===== src/rtl/variance_excursion_monitor_defines.svh =====
// ----------------------------------------------------------------------------
// Variance excursion monitor assertion macros
// Concurrent checks clocked on clk and disabled while arst_n is low.
// ----------------------------------------------------------------------------
`ifndef VARIANCE_EXCURSION_MONITOR_DEFINES_SVH
`define VARIANCE_EXCURSION_MONITOR_DEFINES_SVH

`ifndef NO_ASSERTIONS
// prop must hold at every clock edge
`define VEM_ASSERT(lbl, prop) lbl: assert property (@(posedge clk) disable iff (!arst_n) \
	(prop)) else $error("variance_excursion_monitor: check failed");
// cons must hold in the cycle after ante
`define VEM_ASSERT_NEXT(lbl, ante, cons) lbl: assert property (@(posedge clk) \
	disable iff (!arst_n) (ante) |=> (cons)) else \
	$error("variance_excursion_monitor: check failed");
`else
`define VEM_ASSERT(lbl, prop)
`define VEM_ASSERT_NEXT(lbl, ante, cons)
`endif

`endif


===== src/rtl/vem_pkg.sv =====
// ----------------------------------------------------------------------------
// vem_pkg
// Shared types and constants of the variance excursion monitor.
// ----------------------------------------------------------------------------
package vem_pkg;

	localparam int NUM_CHANNELS_DEF = 4;
	localparam int DATA_W = 32;
	localparam int CH_W = 2;
	localparam int CFG_IDX_W = 3;
	localparam int FIFO_DEPTH = 4;

	localparam logic [DATA_W-1:0] WARN_RESET = 32'h0000_8000;
	localparam logic [DATA_W-1:0] FAIL_RESET = 32'h0001_0000;

	localparam logic KIND_SAMPLE = 1'b0;
	localparam logic KIND_EOL = 1'b1;

	localparam logic CFG_SEL_WARN = 1'b0;
	localparam logic CFG_SEL_FAIL = 1'b1;

	localparam logic SEV_WARN = 1'b0;
	localparam logic SEV_FAIL = 1'b1;
	localparam logic [3:0] SCORE_WARN = 4'd4;
	localparam logic [3:0] SCORE_FAIL = 4'd10;

	// one closed event, front to back
	typedef struct packed {
		logic [CH_W-1:0] ch;
		logic [DATA_W-1:0] start;
		logic [DATA_W-1:0] stop;
		logic [DATA_W-1:0] peak;
		logic last;
	} close_rec_t;

	typedef struct packed {
		logic scan_busy;
		logic any_open;
	} front_stat_t;

endpackage


===== src/rtl/vem_fifo.sv =====
// ----------------------------------------------------------------------------
// vem_fifo
// Short queue of closed-event records between the front and back parts.
// ----------------------------------------------------------------------------
module vem_fifo (
	input  logic                clk,
	input  logic                arst_n,
	input  logic                push,
	input  vem_pkg::close_rec_t wr_rec,
	output logic                full,
	input  logic                pop,
	output vem_pkg::close_rec_t rd_rec,
	output logic                not_empty
);

	localparam int PW = $clog2(vem_pkg::FIFO_DEPTH);
	localparam int CW = PW + 1;

	vem_pkg::close_rec_t entry_q [vem_pkg::FIFO_DEPTH];
	logic [PW-1:0] wr_ptr_q;
	logic [PW-1:0] rd_ptr_q;
	logic [CW-1:0] count_q;
	logic do_push;
	logic do_pop;

	assign full = (count_q == CW'(vem_pkg::FIFO_DEPTH));
	assign not_empty = (count_q != '0);
	assign do_push = push && !full;
	assign do_pop = pop && not_empty;
	assign rd_rec = entry_q[rd_ptr_q];

	always_ff @(posedge clk or negedge arst_n) begin
		if (!arst_n) begin
			wr_ptr_q <= '0;
			rd_ptr_q <= '0;
			count_q <= '0;
		end else begin
			if (do_push) wr_ptr_q <= (wr_ptr_q == PW'(vem_pkg::FIFO_DEPTH - 1)) ? '0 : wr_ptr_q + 1'b1;
			if (do_pop) rd_ptr_q <= (rd_ptr_q == PW'(vem_pkg::FIFO_DEPTH - 1)) ? '0 : rd_ptr_q + 1'b1;
			if (do_push && !do_pop) count_q <= count_q + 1'b1;
			else if (do_pop && !do_push) count_q <= count_q - 1'b1;
		end
	end

	always_ff @(posedge clk) begin
		if (do_push) entry_q[wr_ptr_q] <= wr_rec;
	end

endmodule


===== src/rtl/vem_front.sv =====
// ----------------------------------------------------------------------------
// vem_front
// Accepts items, keeps per-channel event state and queues closed events.
// ----------------------------------------------------------------------------
module vem_front #(
	parameter int NUM_CHANNELS = vem_pkg::NUM_CHANNELS_DEF
) (
	input  logic                                     clk,
	input  logic                                     arst_n,
	input  logic                                     in_valid,
	output logic                                     in_ready,
	input  logic                                     kind,
	input  logic [vem_pkg::CH_W-1:0]                 channel,
	input  logic [vem_pkg::DATA_W-1:0]               sample_value,
	input  logic [vem_pkg::DATA_W-1:0]               time_stamp,
	input  logic [NUM_CHANNELS-1:0][vem_pkg::DATA_W-1:0] warn_level,
	output logic                                     push,
	output vem_pkg::close_rec_t                      push_rec,
	input  logic                                     full,
	output vem_pkg::front_stat_t                     stat
);

	localparam int IW = (NUM_CHANNELS > 1) ? $clog2(NUM_CHANNELS) : 1;

	logic [NUM_CHANNELS-1:0] open_q;
	logic [NUM_CHANNELS-1:0] scan_mask_q;
	logic [vem_pkg::DATA_W-1:0] scan_time_q;
	logic [vem_pkg::DATA_W-1:0] peak_q [NUM_CHANNELS];
	logic [vem_pkg::DATA_W-1:0] otime_q [NUM_CHANNELS];

	logic scan_busy;
	logic accept;
	logic ch_ok;
	logic [IW-1:0] pick;
	logic [NUM_CHANNELS-1:0] pick_bit;
	logic [IW-1:0] idx;
	logic cur_open;
	logic [vem_pkg::DATA_W-1:0] cur_peak;
	logic [vem_pkg::DATA_W-1:0] cur_warn;
	logic above_peak;
	logic above_warn;
	logic is_sample;
	logic is_eol;
	logic do_open;
	logic do_raise;
	logic do_close;
	logic scan_push;

	assign scan_busy = |scan_mask_q;
	assign in_ready = !scan_busy && !full;
	assign accept = in_valid && in_ready;
	assign ch_ok = (32'(channel) < NUM_CHANNELS);

	// lowest pending channel goes first
	always_comb begin
		pick = '0;
		for (int i = NUM_CHANNELS - 1; i >= 0; i--) begin
			if (scan_mask_q[i]) pick = IW'(i);
		end
	end

	assign pick_bit = NUM_CHANNELS'(1) << pick;
	assign idx = scan_busy ? pick : channel[IW-1:0];

	assign cur_open = open_q[idx];
	assign cur_peak = peak_q[idx];
	assign cur_warn = warn_level[idx];
	assign above_peak = sample_value > cur_peak;
	assign above_warn = sample_value > cur_warn;

	assign is_sample = accept && (kind == vem_pkg::KIND_SAMPLE) && ch_ok;
	assign is_eol = accept && (kind == vem_pkg::KIND_EOL);
	assign do_open = is_sample && !cur_open && above_warn;
	assign do_raise = is_sample && cur_open && above_peak;
	assign do_close = is_sample && cur_open && !above_peak && !above_warn;
	assign scan_push = scan_busy && !full;

	assign push = do_close || scan_push;
	assign push_rec.ch = scan_busy ? vem_pkg::CH_W'(pick) : channel;
	assign push_rec.start = otime_q[idx];
	assign push_rec.stop = scan_busy ? scan_time_q : time_stamp;
	assign push_rec.peak = cur_peak;
	assign push_rec.last = scan_busy ? ((scan_mask_q & ~pick_bit) == '0) : 1'b1;

	assign stat.scan_busy = scan_busy;
	assign stat.any_open = |open_q;

	always_ff @(posedge clk or negedge arst_n) begin
		if (!arst_n) begin
			open_q <= '0;
			scan_mask_q <= '0;
		end else begin
			if (is_eol) begin
				// snapshot open events for the drain, close them all
				scan_mask_q <= open_q;
				open_q <= '0;
			end else if (scan_push) begin
				scan_mask_q <= scan_mask_q & ~pick_bit;
			end else if (do_open) begin
				open_q[idx] <= 1'b1;
			end else if (do_close) begin
				open_q[idx] <= 1'b0;
			end
		end
	end

	always_ff @(posedge clk) begin
		if (is_eol) scan_time_q <= time_stamp;
		if (do_open || do_raise) peak_q[idx] <= sample_value;
		if (do_open) otime_q[idx] <= time_stamp;
	end

endmodule


===== src/rtl/vem_back.sv =====
// ----------------------------------------------------------------------------
// vem_back
// Grades queued events against the fail level and holds the result register.
// ----------------------------------------------------------------------------
module vem_back #(
	parameter int NUM_CHANNELS = vem_pkg::NUM_CHANNELS_DEF
) (
	input  logic                                     clk,
	input  logic                                     arst_n,
	input  logic                                     fifo_valid,
	input  vem_pkg::close_rec_t                      fifo_rec,
	output logic                                     pop,
	input  logic [NUM_CHANNELS-1:0][vem_pkg::DATA_W-1:0] fail_level,
	output logic                                     out_valid,
	input  logic                                     out_ready,
	output logic [vem_pkg::CH_W-1:0]                 event_channel,
	output logic [vem_pkg::DATA_W-1:0]               start_time,
	output logic [vem_pkg::DATA_W-1:0]               stop_time,
	output logic [vem_pkg::DATA_W-1:0]               peak_value,
	output logic                                     severity,
	output logic [3:0]                               score,
	output logic                                     last
);

	localparam int IW = (NUM_CHANNELS > 1) ? $clog2(NUM_CHANNELS) : 1;

	logic out_valid_q;
	logic is_fail;

	assign pop = fifo_valid && (!out_valid_q || out_ready);
	assign is_fail = fifo_rec.peak > fail_level[fifo_rec.ch[IW-1:0]];
	assign out_valid = out_valid_q;

	always_ff @(posedge clk or negedge arst_n) begin
		if (!arst_n) begin
			out_valid_q <= 1'b0;
		end else begin
			if (pop) out_valid_q <= 1'b1;
			else if (out_ready) out_valid_q <= 1'b0;
		end
	end

	always_ff @(posedge clk) begin
		if (pop) begin
			event_channel <= fifo_rec.ch;
			start_time <= fifo_rec.start;
			stop_time <= fifo_rec.stop;
			peak_value <= fifo_rec.peak;
			severity <= is_fail ? vem_pkg::SEV_FAIL : vem_pkg::SEV_WARN;
			score <= is_fail ? vem_pkg::SCORE_FAIL : vem_pkg::SCORE_WARN;
			last <= fifo_rec.last;
		end
	end

endmodule


===== src/rtl/variance_excursion_monitor.sv =====
// Samples: one transaction per cycle while in_ready is high.
// End of log: holds input while open events drain, one per cycle if the queue has room.
// A closed event passes the front update, the 4-deep event queue and the output register.
// Reset: open flags and queue clear, thresholds return to defaults;
// peak and start-time storage is not cleared.
// ----------------------------------------------------------------------------
// variance_excursion_monitor
// Per-channel excursion tracking with threshold registers and result output.
// ----------------------------------------------------------------------------
`include "variance_excursion_monitor_defines.svh"

module variance_excursion_monitor #(
	parameter int NUM_CHANNELS = vem_pkg::NUM_CHANNELS_DEF
) (
	input  logic                              clk,
	input  logic                              arst_n,
	input  logic                              in_valid,
	output logic                              in_ready,
	input  logic                              kind,
	input  logic [vem_pkg::CH_W-1:0]          channel,
	input  logic [vem_pkg::DATA_W-1:0]        sample_value,
	input  logic [vem_pkg::DATA_W-1:0]        time_stamp,
	output logic                              out_valid,
	input  logic                              out_ready,
	output logic [vem_pkg::CH_W-1:0]          event_channel,
	output logic [vem_pkg::DATA_W-1:0]        start_time,
	output logic [vem_pkg::DATA_W-1:0]        stop_time,
	output logic [vem_pkg::DATA_W-1:0]        peak_value,
	output logic                              severity,
	output logic [3:0]                        score,
	output logic                              last,
	input  logic                              cfg_valid,
	output logic                              cfg_ready,
	input  logic [vem_pkg::CFG_IDX_W-1:0]     cfg_index,
	input  logic [vem_pkg::DATA_W-1:0]        cfg_data
);

	localparam int IW = (NUM_CHANNELS > 1) ? $clog2(NUM_CHANNELS) : 1;

	logic [NUM_CHANNELS-1:0][vem_pkg::DATA_W-1:0] warn_q;
	logic [NUM_CHANNELS-1:0][vem_pkg::DATA_W-1:0] fail_q;
	logic [vem_pkg::CFG_IDX_W-2:0] cfg_ch;
	logic cfg_hit;

	logic push;
	logic full;
	logic pop;
	logic fifo_valid;
	vem_pkg::close_rec_t push_rec;
	vem_pkg::close_rec_t fifo_rec;
	vem_pkg::front_stat_t fstat;

	assign cfg_ready = 1'b1;
	assign cfg_ch = cfg_index[vem_pkg::CFG_IDX_W-1:1];
	// drop writes to channels that are not built
	assign cfg_hit = cfg_valid && (32'(cfg_ch) < NUM_CHANNELS);

	always_ff @(posedge clk or negedge arst_n) begin
		if (!arst_n) begin
			for (int i = 0; i < NUM_CHANNELS; i++) begin
				warn_q[i] <= vem_pkg::WARN_RESET;
				fail_q[i] <= vem_pkg::FAIL_RESET;
			end
		end else if (cfg_hit) begin
			if (cfg_index[0] == vem_pkg::CFG_SEL_WARN) warn_q[cfg_ch[IW-1:0]] <= cfg_data;
			else fail_q[cfg_ch[IW-1:0]] <= cfg_data;
		end
	end

	vem_front #(.NUM_CHANNELS(NUM_CHANNELS)) u_front (
		.clk         (clk),
		.arst_n      (arst_n),
		.in_valid    (in_valid),
		.in_ready    (in_ready),
		.kind        (kind),
		.channel     (channel),
		.sample_value(sample_value),
		.time_stamp  (time_stamp),
		.warn_level  (warn_q),
		.push        (push),
		.push_rec    (push_rec),
		.full        (full),
		.stat        (fstat)
	);

	vem_fifo u_fifo (
		.clk      (clk),
		.arst_n   (arst_n),
		.push     (push),
		.wr_rec   (push_rec),
		.full     (full),
		.pop      (pop),
		.rd_rec   (fifo_rec),
		.not_empty(fifo_valid)
	);

	vem_back #(.NUM_CHANNELS(NUM_CHANNELS)) u_back (
		.clk          (clk),
		.arst_n       (arst_n),
		.fifo_valid   (fifo_valid),
		.fifo_rec     (fifo_rec),
		.pop          (pop),
		.fail_level   (fail_q),
		.out_valid    (out_valid),
		.out_ready    (out_ready),
		.event_channel(event_channel),
		.start_time   (start_time),
		.stop_time    (stop_time),
		.peak_value   (peak_value),
		.severity     (severity),
		.score        (score),
		.last         (last)
	);

	`VEM_ASSERT(a_no_queue_overflow, !(push && full))
	`VEM_ASSERT(a_no_accept_in_drain, !(in_valid && in_ready && fstat.scan_busy))
	`VEM_ASSERT_NEXT(a_eol_closes_all, in_valid && in_ready && (kind == vem_pkg::KIND_EOL), !fstat.any_open)

endmodule

===== config.mk =====
export PLATFORM = sky130hd
export DESIGN_NAME = variance_excursion_monitor
export DESIGN_NICKNAME = d
export VERILOG_FILES = /design/src/rtl/vem_pkg.sv /design/src/rtl/vem_fifo.sv /design/src/rtl/vem_front.sv /design/src/rtl/vem_back.sv /design/src/rtl/variance_excursion_monitor.sv
export VERILOG_INCLUDE_DIRS = /design/src /design/src/rtl
export SDC_FILE = /design/constraint.sdc
export NUM_CORES = 1
export LEC_CHECK = 0
export ABC_AREA = 1
export ABC_CLOCK_PERIOD_IN_PS = 13700
export BUFFER_PORTS_ARGS = -buffer_cell sky130_fd_sc_hd__buf_2
export CAP_MARGIN = 30
export CORE_ASPECT_RATIO = 0.75
export CORE_MARGIN = 2
export CORE_UTILIZATION = 64
export DETAILED_ROUTE_END_ITERATION = 10
export MAX_ROUTING_LAYER = met4
export PLACE_DENSITY = 0.83
export SYNTH_ARGS = -nofsm -noshare
export SYNTH_HDL_FRONTEND = slang
export SYNTH_HIERARCHICAL = 1
export SYNTH_SLANG_ARGS = --single-unit
export TNS_END_PERCENT = 10

===== constraint.sdc =====
create_clock -name clk -period 13.7 [get_ports clk]
set_input_delay 2.74 -clock clk [delete_from_list [all_inputs] [get_ports clk]]
set_output_delay 2.74 -clock clk [all_outputs]
set_load 0.01 [all_outputs]

After elaboration in Yosys (flattened, before gate mapping)
Memory sizes are Yosys's and may differ from the RTL's.
Index checks and enable logic that the tools add are counted.
Widths: inputs -> output; s select.
{"block": "totals", "register_bits": 408, "ramBits": 652, "in_bits": 107, "output_inout_bits": 107, "wordCells": 127, "n_memories": 3}
{"name": "u_fifo.entry_q", "depth": 4, "width": 99, "read_ports": 1, "rd_ports_with_merged_regs": 0, "wr": 1, "line": "vem_fifo.sv:19", "source": "vem_pkg::close_rec_t entry_q [vem_pkg::FIFO_DEPTH];"}
{"name": "u_front.otime_q", "depth": 4, "width": 32, "read_ports": 1, "rd_ports_with_merged_regs": 0, "wr": 1, "line": "vem_front.sv:29", "source": "logic [vem_pkg::DATA_W-1:0] otime_q [NUM_CHANNELS];"}
{"name": "u_front.peak_q", "depth": 4, "width": 32, "read_ports": 1, "rd_ports_with_merged_regs": 0, "wr": 1, "line": "vem_front.sv:28", "source": "logic [vem_pkg::DATA_W-1:0] peak_q [NUM_CHANNELS];"}
{"block": "classes", "add_sub_neg": 4, "n_lt_le_gt_ge": 8, "eq_ne": 4, "shift": 1, "mux": 39, "bitwise": 7, "reduce_logical": 39}
{"op": "$bwmux 128", "n": 2}
{"op": "$bmux 32 s2", "n": 2}
{"op": "$mux 32", "n": 4}
{"op": "$gt 32x32->1", "n": 3}
{"op": "$demux 32 s2", "n": 1}
{"op": "$mux 4", "n": 7}
{"op": "$logic_and 1x1->1", "n": 18}
{"op": "$mux 2", "n": 7}
{"op": "$mux 1", "n": 12}
{"op": "$lt 2x3->1 const B", "n": 3}
{"op": "$and 4x4->4", "n": 2}
{"op": "$logic_not 1->1", "n": 8}
{"op": "$not 4->4", "n": 2}
{"op": "$mux 3", "n": 2}
{"op": "$reduce_and 2->1", "n": 3}
{"op": "$reduce_bool 2->1", "n": 3}
{"op": "$reduce_bool 3->1", "n": 2}
{"op": "$add 2x1->2 const B", "n": 2}
{"op": "$eq 2x2->1 const B", "n": 2}
{"op": "$ge 2x1->1 const B", "n": 2}
{"op": "$logic_not 4->1", "n": 1}
{"op": "$or 4x4->4", "n": 1}
{"op": "$reduce_or 4->1", "n": 1}
{"op": "$shl 1x2->4 const A", "n": 1}
{"op": "other kinds (8)", "n": 11}

Longest topological paths before layout
Gate-level depths: netlist (run 1).
{"block": "depth", "ltp_word": 16, "depth_mapped": 36, "mapped_depth_nobuf": 35}

By module
The synthesis (run 1) kept the hierarchy.
{"mod": "vem_fifo", "n_inst": 1, "cells_each": 1214, "area_each_um2": 16015.4, "seq_area_each_um2": 12066.6}
{"mod": "vem_front", "n_inst": 1, "cells_each": 1086, "area_each_um2": 13457.9, "seq_area_each_um2": 8848.5}
{"mod": "variance_excursion_monitor", "n_inst": 1, "cells_each": 1152, "area_each_um2": 10119.7, "seq_area_each_um2": 6416.2}
{"mod": "vem_back", "n_inst": 1, "cells_each": 408, "area_each_um2": 4817.1, "seq_area_each_um2": 3057.9}

Least setup slack after synthesis (run 1)
No wires, ideal clock.
{"block": "synth_path", "path_type": "input -> register", "startpoint": "in channel[1] in the netlist's numbering", "endpoint": "mem u_fifo/entry_q[0][0] in the netlist's numbering (enable)", "arrival_time_ns": 9.222, "t_required_ns": 13.142, "slack_ns": 3.920, "cell_stages": 19, "cell_sequence": "inv_1 nand2_1 nand2_4 inv_4 nand2_4 clkbuf_1 o22ai_1 nor2_1 o21a_1 inv_1 ha_1 nand4_1 nor4_1 nand4_1 nand2_1 nand3_1 nand2_1 nand2_1 nor2_1"}
{"element": "from (decl)", "line": "variance_excursion_monitor.sv:20", "source": "input logic [vem_pkg::CH_W-1:0] channel,"}
{"element": "to (decl)", "line": "vem_fifo.sv:19"}

==> impl_metrics.yaml, run 1 <==
timing:
  finalMaxSlewViolations: 0
  tns_ns: 0
  fin_crit_ns: 8.70
  timing.fmax_ghz: 0.115
  layout_setup_ws_ns: 5.00
  relSlewSlack: 0.313
  tightestPinTransition_ns: 1.03
  skew_ns: 0.0602
  setup_viol: 0
  hold_violations: 0
  rsz0062_at_grt: "false"
  hold_slack_ns: 0.468
  min_period_over_period: 0.635
setup_path:
  r2r_end: "u_fifo/entry_q[1][8]"
  crit_start: "channel[1]"
  crit_path_top_delay_cell: "nor2_4"
  crit_chain: "buf_2 > inv_1 > nand2_1 > nand2_4 > inv_4 > nand2_4 > inv_2 > buf_4 > a22oi_1 > and2_1 > ha_1 > nand2_1 > nor2_1 > nand4_1 > nor4_1 > nand4_1 > nand2_1 > nand3_1 > nand2_1 > nand2_1 > nor2_4 > buf_4 > buf_16"
  cp-end-kind: "flip-flop"
  reg2reg_depth: 21
  slowest_delay_ns: 0.87
  start_kind: "primary input"
  crit_arrival_ns: 9.01
  ff2ff_setup_slack_ns: 6.51
  r2r_start: "u_front/scan_mask_q[1]"
  cpMostUsedCell: "nand2_1"
  critPathMaxFanout: 51
  worstSetupPathType: "primary input to flip-flop"
  worstPathRequired_ns: 14.01
clock_tree:
  htreeDepth: 3
  clock_latency_ns: 0.69
  clockBufferDepth: 3
  clock-sinks: 1057
  cts.clk_slew.worst_paths_ns: 0.06
  post_cts.repair.setup_buffers: 0
  cts_made_buffers: 96
  root_buffer: "clkbuf_16"
  cts_tree: "built"
  hold_buffers: 0
  cts_resized: 0
worst_hold_path:
  min_path_type: "flip-flop to flip-flop"
  min_from: "warn_q[79]"
  hold-path-endpoint: "warn_q[79]"
  holdPathStages: 2
cells_and_area:
  drive_above_1_share: 0.124
  final_nets: 4190
  fin_cells: 4965
  areaGrowthSynthToFinish_pct: 11.4
  layout_commonest_cell: "nand2_1"
  fill_cells: 4250
  final_util: 0.721
  final_cell_mix: "nand2_1, edfxtp_1, inv_1, dfrtp_1, nand3_1"
route:
  drt-total-wl_um: 114000
  routedWlPerCell_um: 22.9
  maxUsedRoutingLayer: "met4"
  via_count: 30800
  met2WireLength_um: 50600
  via_per_inst: 6.21
  drc: 0
  drtIter0Drc: 4672
  met1_length_um: 44600
  ant_nets: 0
  met3_length_um: 14600
  firstDrtPassIters: 6
die:
  die_width_um: 308
  design.die.area_sq_um: 71500
  rows: 83
  io_pins: 214
  die_h_um: 232
  start_util: 0.648
  coreArea_sq_um: 68500
place:
  dp_hpwl_um: 68800
  buffer_ports.inserted: 211
  dp_slack_ns: 4.67
  dp_cells: 4772
  place.gp.congestion: 0.893
run:
  cap_viol_max_count: 0
synthesis:
  synthesis.area_sq_um: 44400
  ys_warn_count: 6
  syn_inst: 3858
  syn_nets: 4068
  syn_avg_cell_area_sq_um: 11.5
global_routing:
  grt-ovfl-total: 0
  track_usage: 0.328
  grt_pass1_vias: 29500
  antenna_found_initial: 13
  grt_pass1_wl_um: 171000
  grt_max_degree: 174
power_and_ir_drop:
  p_per_area_nw_per_um2: 271
  p_leak_nw: 20.7
  ir_drop_mv: 0.174
status:
  status: "complete, no violations"
worst max-delay path: cells and delay by family:
kind / cells / cell delay, ns
buffers and inverters: 7 / 2.05
adders and majority gates: 1 / 0.31
and+or+nand+nor: 14 / 3.67
AOI/OAI and AO/OA: 1 / 0.13
how the worst max path moves through the flow:
| stage | end | slack, ns | depth (start not counted) |
|---|---|---|---|
| 2_1_floorplan | u_fifo/entry_q[0][0] | 3.92 | 19 |
| 3_3_place_gp | u_fifo/entry_q[3][34] | 4.56 | 22 |
| 3_5_place_dp | u_fifo/entry_q[1][18] | 4.67 | 23 |
| 4_1_cts | u_fifo/entry_q[1][8] | 5.30 | 23 |
| 5_1_grt | u_fifo/entry_q[1][8] | 4.83 | 23 |
| 6_report | u_fifo/entry_q[1][8] | 5.00 | 23 |
power breakdown:
| part | switching (W) | internal (W) |
|---|---|---|
| clock | 0.00118 | 0.00154 |
| combinational | 0.00390 | 0.00160 |
| sequential | 0.000329 | 0.00486 |
sequential cells by signal (all words and copies together), names as in the netlist, 3 cells and up:
name / count
fail_q: 128
u_back/peak_value: 32
u_back/start_time: 32
u_back/stop_time: 32
u_fifo/count_q: 3
u_fifo/entry_q: 396
u_front/open_q: 4
u_front/otime_q: 128
u_front/peak_q: 128
u_front/scan_mask_q: 4
u_front/scan_time_q: 32
warn_q: 128
layer usage:
layer	GRT usage	vias to the layer above
li1	-	13600
met1	0.466	14900
met2	0.466	2119
met3	0.0779	278
met4	0.121	0
met5	-	-
final cells by class:
class	instances	area, sq um	area share
well taps	892	1120	0.0226
multi-input cells	2254	11900	0.240
repair buffers	261	1620	0.0327
diodes	13	32.5	0.000658
inverters	310	1170	0.0236
clock inverters	44	422	0.00853
flip-flops and latches	1057	30400	0.615
clock buffers	134	2840	0.0574
per-stage QoR:
step	cell area, sq um	total power (W)
floorplan	44400	0.00876
global placement	45900	0.0102
detailed placement	46100	0.0105
CTS	49400	0.0133
global route	49400	0.0141
finish	49400	0.0134
Power figures use the tool's default switching activity.
==> run 2: changes to the inputs <==
--- a/config.mk
+++ b/config.mk
@@ -7,15 +7,15 @@
 export NUM_CORES = 1
 export LEC_CHECK = 0
 export ABC_AREA = 1
-export ABC_CLOCK_PERIOD_IN_PS = 13700
+export ABC_CLOCK_PERIOD_IN_PS = 7100
 export BUFFER_PORTS_ARGS = -buffer_cell sky130_fd_sc_hd__buf_2
 export CAP_MARGIN = 30
 export CORE_ASPECT_RATIO = 0.75
 export CORE_MARGIN = 2
-export CORE_UTILIZATION = 64
+export CORE_UTILIZATION = 55
 export DETAILED_ROUTE_END_ITERATION = 10
 export MAX_ROUTING_LAYER = met4
-export PLACE_DENSITY = 0.83
+export PLACE_DENSITY = 0.75
 export SYNTH_ARGS = -nofsm -noshare
 export SYNTH_HDL_FRONTEND = slang
 export SYNTH_HIERARCHICAL = 1
==> constraint.sdc (replaced) <==
create_clock -name clk -period 7.1 [get_ports clk]
set_input_delay 1.42 -clock clk [delete_from_list [all_inputs] [get_ports clk]]
set_output_delay 1.42 -clock clk [all_outputs]
set_load 0.01 [all_outputs]
==> impl_metrics.yaml, run 2 (synthesized netlist as in run 1, its figures left out) <==
run:
  cap_viol_max_count: 0
clock_tree:
  clockBufferDepth: 3
  hold_buffers: 0
  cts_made_buffers: 100
  root_buffer: "clkbuf_16"
  cts_tree: "built"
  htreeDepth: 3
  cts_resized: 0
  clock_latency_ns: 0.68
  cts.clk_slew.worst_paths_ns: 0.06
  clock-sinks: 1057
  post_cts.repair.setup_buffers: 0
place:
  dp_slack_ns: 0.660
  place_area_sq_um: 46400
  buffer_ports.inserted: 211
  dp_hpwl_um: 71400
  place.gp.congestion: 0.885
die:
  die_h_um: 250
  start_util: 0.554
  die_width_um: 332
  design.die.area_sq_um: 83000
  coreArea_sq_um: 80200
  rows: 90
  io_pins: 214
global_routing:
  track_usage: 0.282
  grt-ovfl-total: 0
  grt_pass1_vias: 28200
  grt_pass1_wl_um: 172000
  grt_max_degree: 161
  antenna_found_initial: 15
route:
  via_per_inst: 5.85
  firstDrtPassIters: 8
  via_count: 30200
  drt-total-wl_um: 114000
  drtIter0Drc: 3432
  drc: 0
  routedWlPerCell_um: 22.2
  ant_nets: 0
power_and_ir_drop:
  p_leak_nw: 20.8
  p_per_area_nw_per_um2: 522
  ir_drop_mv: 0.385
  power_w: 0.0261
timing:
  tightestPinTransition_ns: 1.04
  timing.fmax_ghz: 0.171
  finalMaxSlewViolations: 0
  min_period_over_period: 0.825
  hold_violations: 0
  layout_setup_ws_ns: 1.24
  setup_viol: 0
  skew_ns: 0.0299
  rsz0062_at_grt: "false"
  fin_crit_ns: 5.86
  relSlewSlack: 0.307
  hold_slack_ns: 0.465
setup_path:
  worstPathRequired_ns: 7.44
  cp-end-kind: "flip-flop"
  crit_arrival_ns: 6.20
  start_kind: "primary input"
  worstSetupPathType: "primary input to flip-flop"
  critPathMaxFanout: 25
cells_and_area:
  final_nets: 4210
  final_cell_mix: "nand2_1, edfxtp_1, inv_1, dfrtp_1, nand3_1"
  top_register: "u_fifo/entry_q"
  areaGrowthSynthToFinish_pct: 12.4
  fill_cells: 6046
  largest_reg_flops: 396
  final_area_sq_um: 49900
  layout_commonest_cell: "nand2_1"
  drive_above_1_share: 0.129
status:
  status: "complete, no violations"
worst_hold_path:
  min_path_type: "flip-flop to flip-flop"
==> run 2: area by class of cell <==
type	instances	area [sq um]	share of cell area
clock inverters	62	606	0.0121
clock buffers	127	2730	0.0546
flip-flops and latches	1057	30400	0.609
well taps	1058	1320	0.0265
multi-input cells	2254	11900	0.238
diodes	13	32.5	0.000652
inverters	310	1170	0.0234
repair buffers	277	1790	0.0359
==> run 2: path summary, 6_finish.rpt <==
kind                                         from                    end  slack [ns]  cells past startpoint
setup / recovery                       channel[0]  u_fifo/entry_q[1][50]        1.24                     20
max in group asynchronous                  arst_n     u_fifo/rd_ptr_q[1]        5.04                      2
min in group asynchronous                  arst_n            fail_q[117]        0.68                      1
hold reg to reg                        fail_q[48]             fail_q[48]        0.47                      2
hold / removal                         fail_q[48]             fail_q[48]        0.47                      2
setup reg to reg           u_front/scan_mask_q[1]  u_fifo/entry_q[1][50]        1.39                     20
==> run 2: worst max-delay path: stages <==
cell     delay [ns]
buf_2          0.10
nand3_4        0.09
nand2_4        0.20
nor2_4         0.05
inv_2          0.33
buf_4          0.41
o22ai_1        0.12
nor2_1         0.10
o21a_1         0.28
inv_1          0.07
ha_1           0.29
nand4_1        0.09
nor4_1         0.52
nand4_1        0.23
nand2_1        0.12
nand3_1        0.22
nand2_1        0.21
nand2_1        0.30
nor2_4         0.56
buf_4          0.40
==> run 2: per-layer routing <==
| metal | GRT usage | up-vias | wire length, um |
|---|---|---|---|
| met5 | - | - | 0 |
| met4 | 0.0875 | 0 | 3020 |
| met3 | 0.0722 | 201 | 12600 |
| met2 | 0.393 | 1603 | 50300 |
| met1 | 0.407 | 14700 | 48400 |
| li1 | - | 13600 | - |
==> run 2: where the power goes <==
group          internal, W  total [W]  switching, W
Clock              0.00303    0.00537       0.00233
Combinational      0.00317     0.0108       0.00759
Sequential         0.00938    0.00994      0.000562
Total               0.0156     0.0261        0.0105
==> run 2: stage by stage <==
step / setup TNS (ns) / instances / util
2_1_floorplan: -541.57 / 3858 / -
3_3_place_gp: 0 / 4950 / 0.579
3_5_place_dp: 0 / 4952 / 0.579
4_1_cts: 0 / 5141 / 0.621
5_1_grt: 0 / 5155 / 0.622
6_report: 0 / 5158 / 0.622
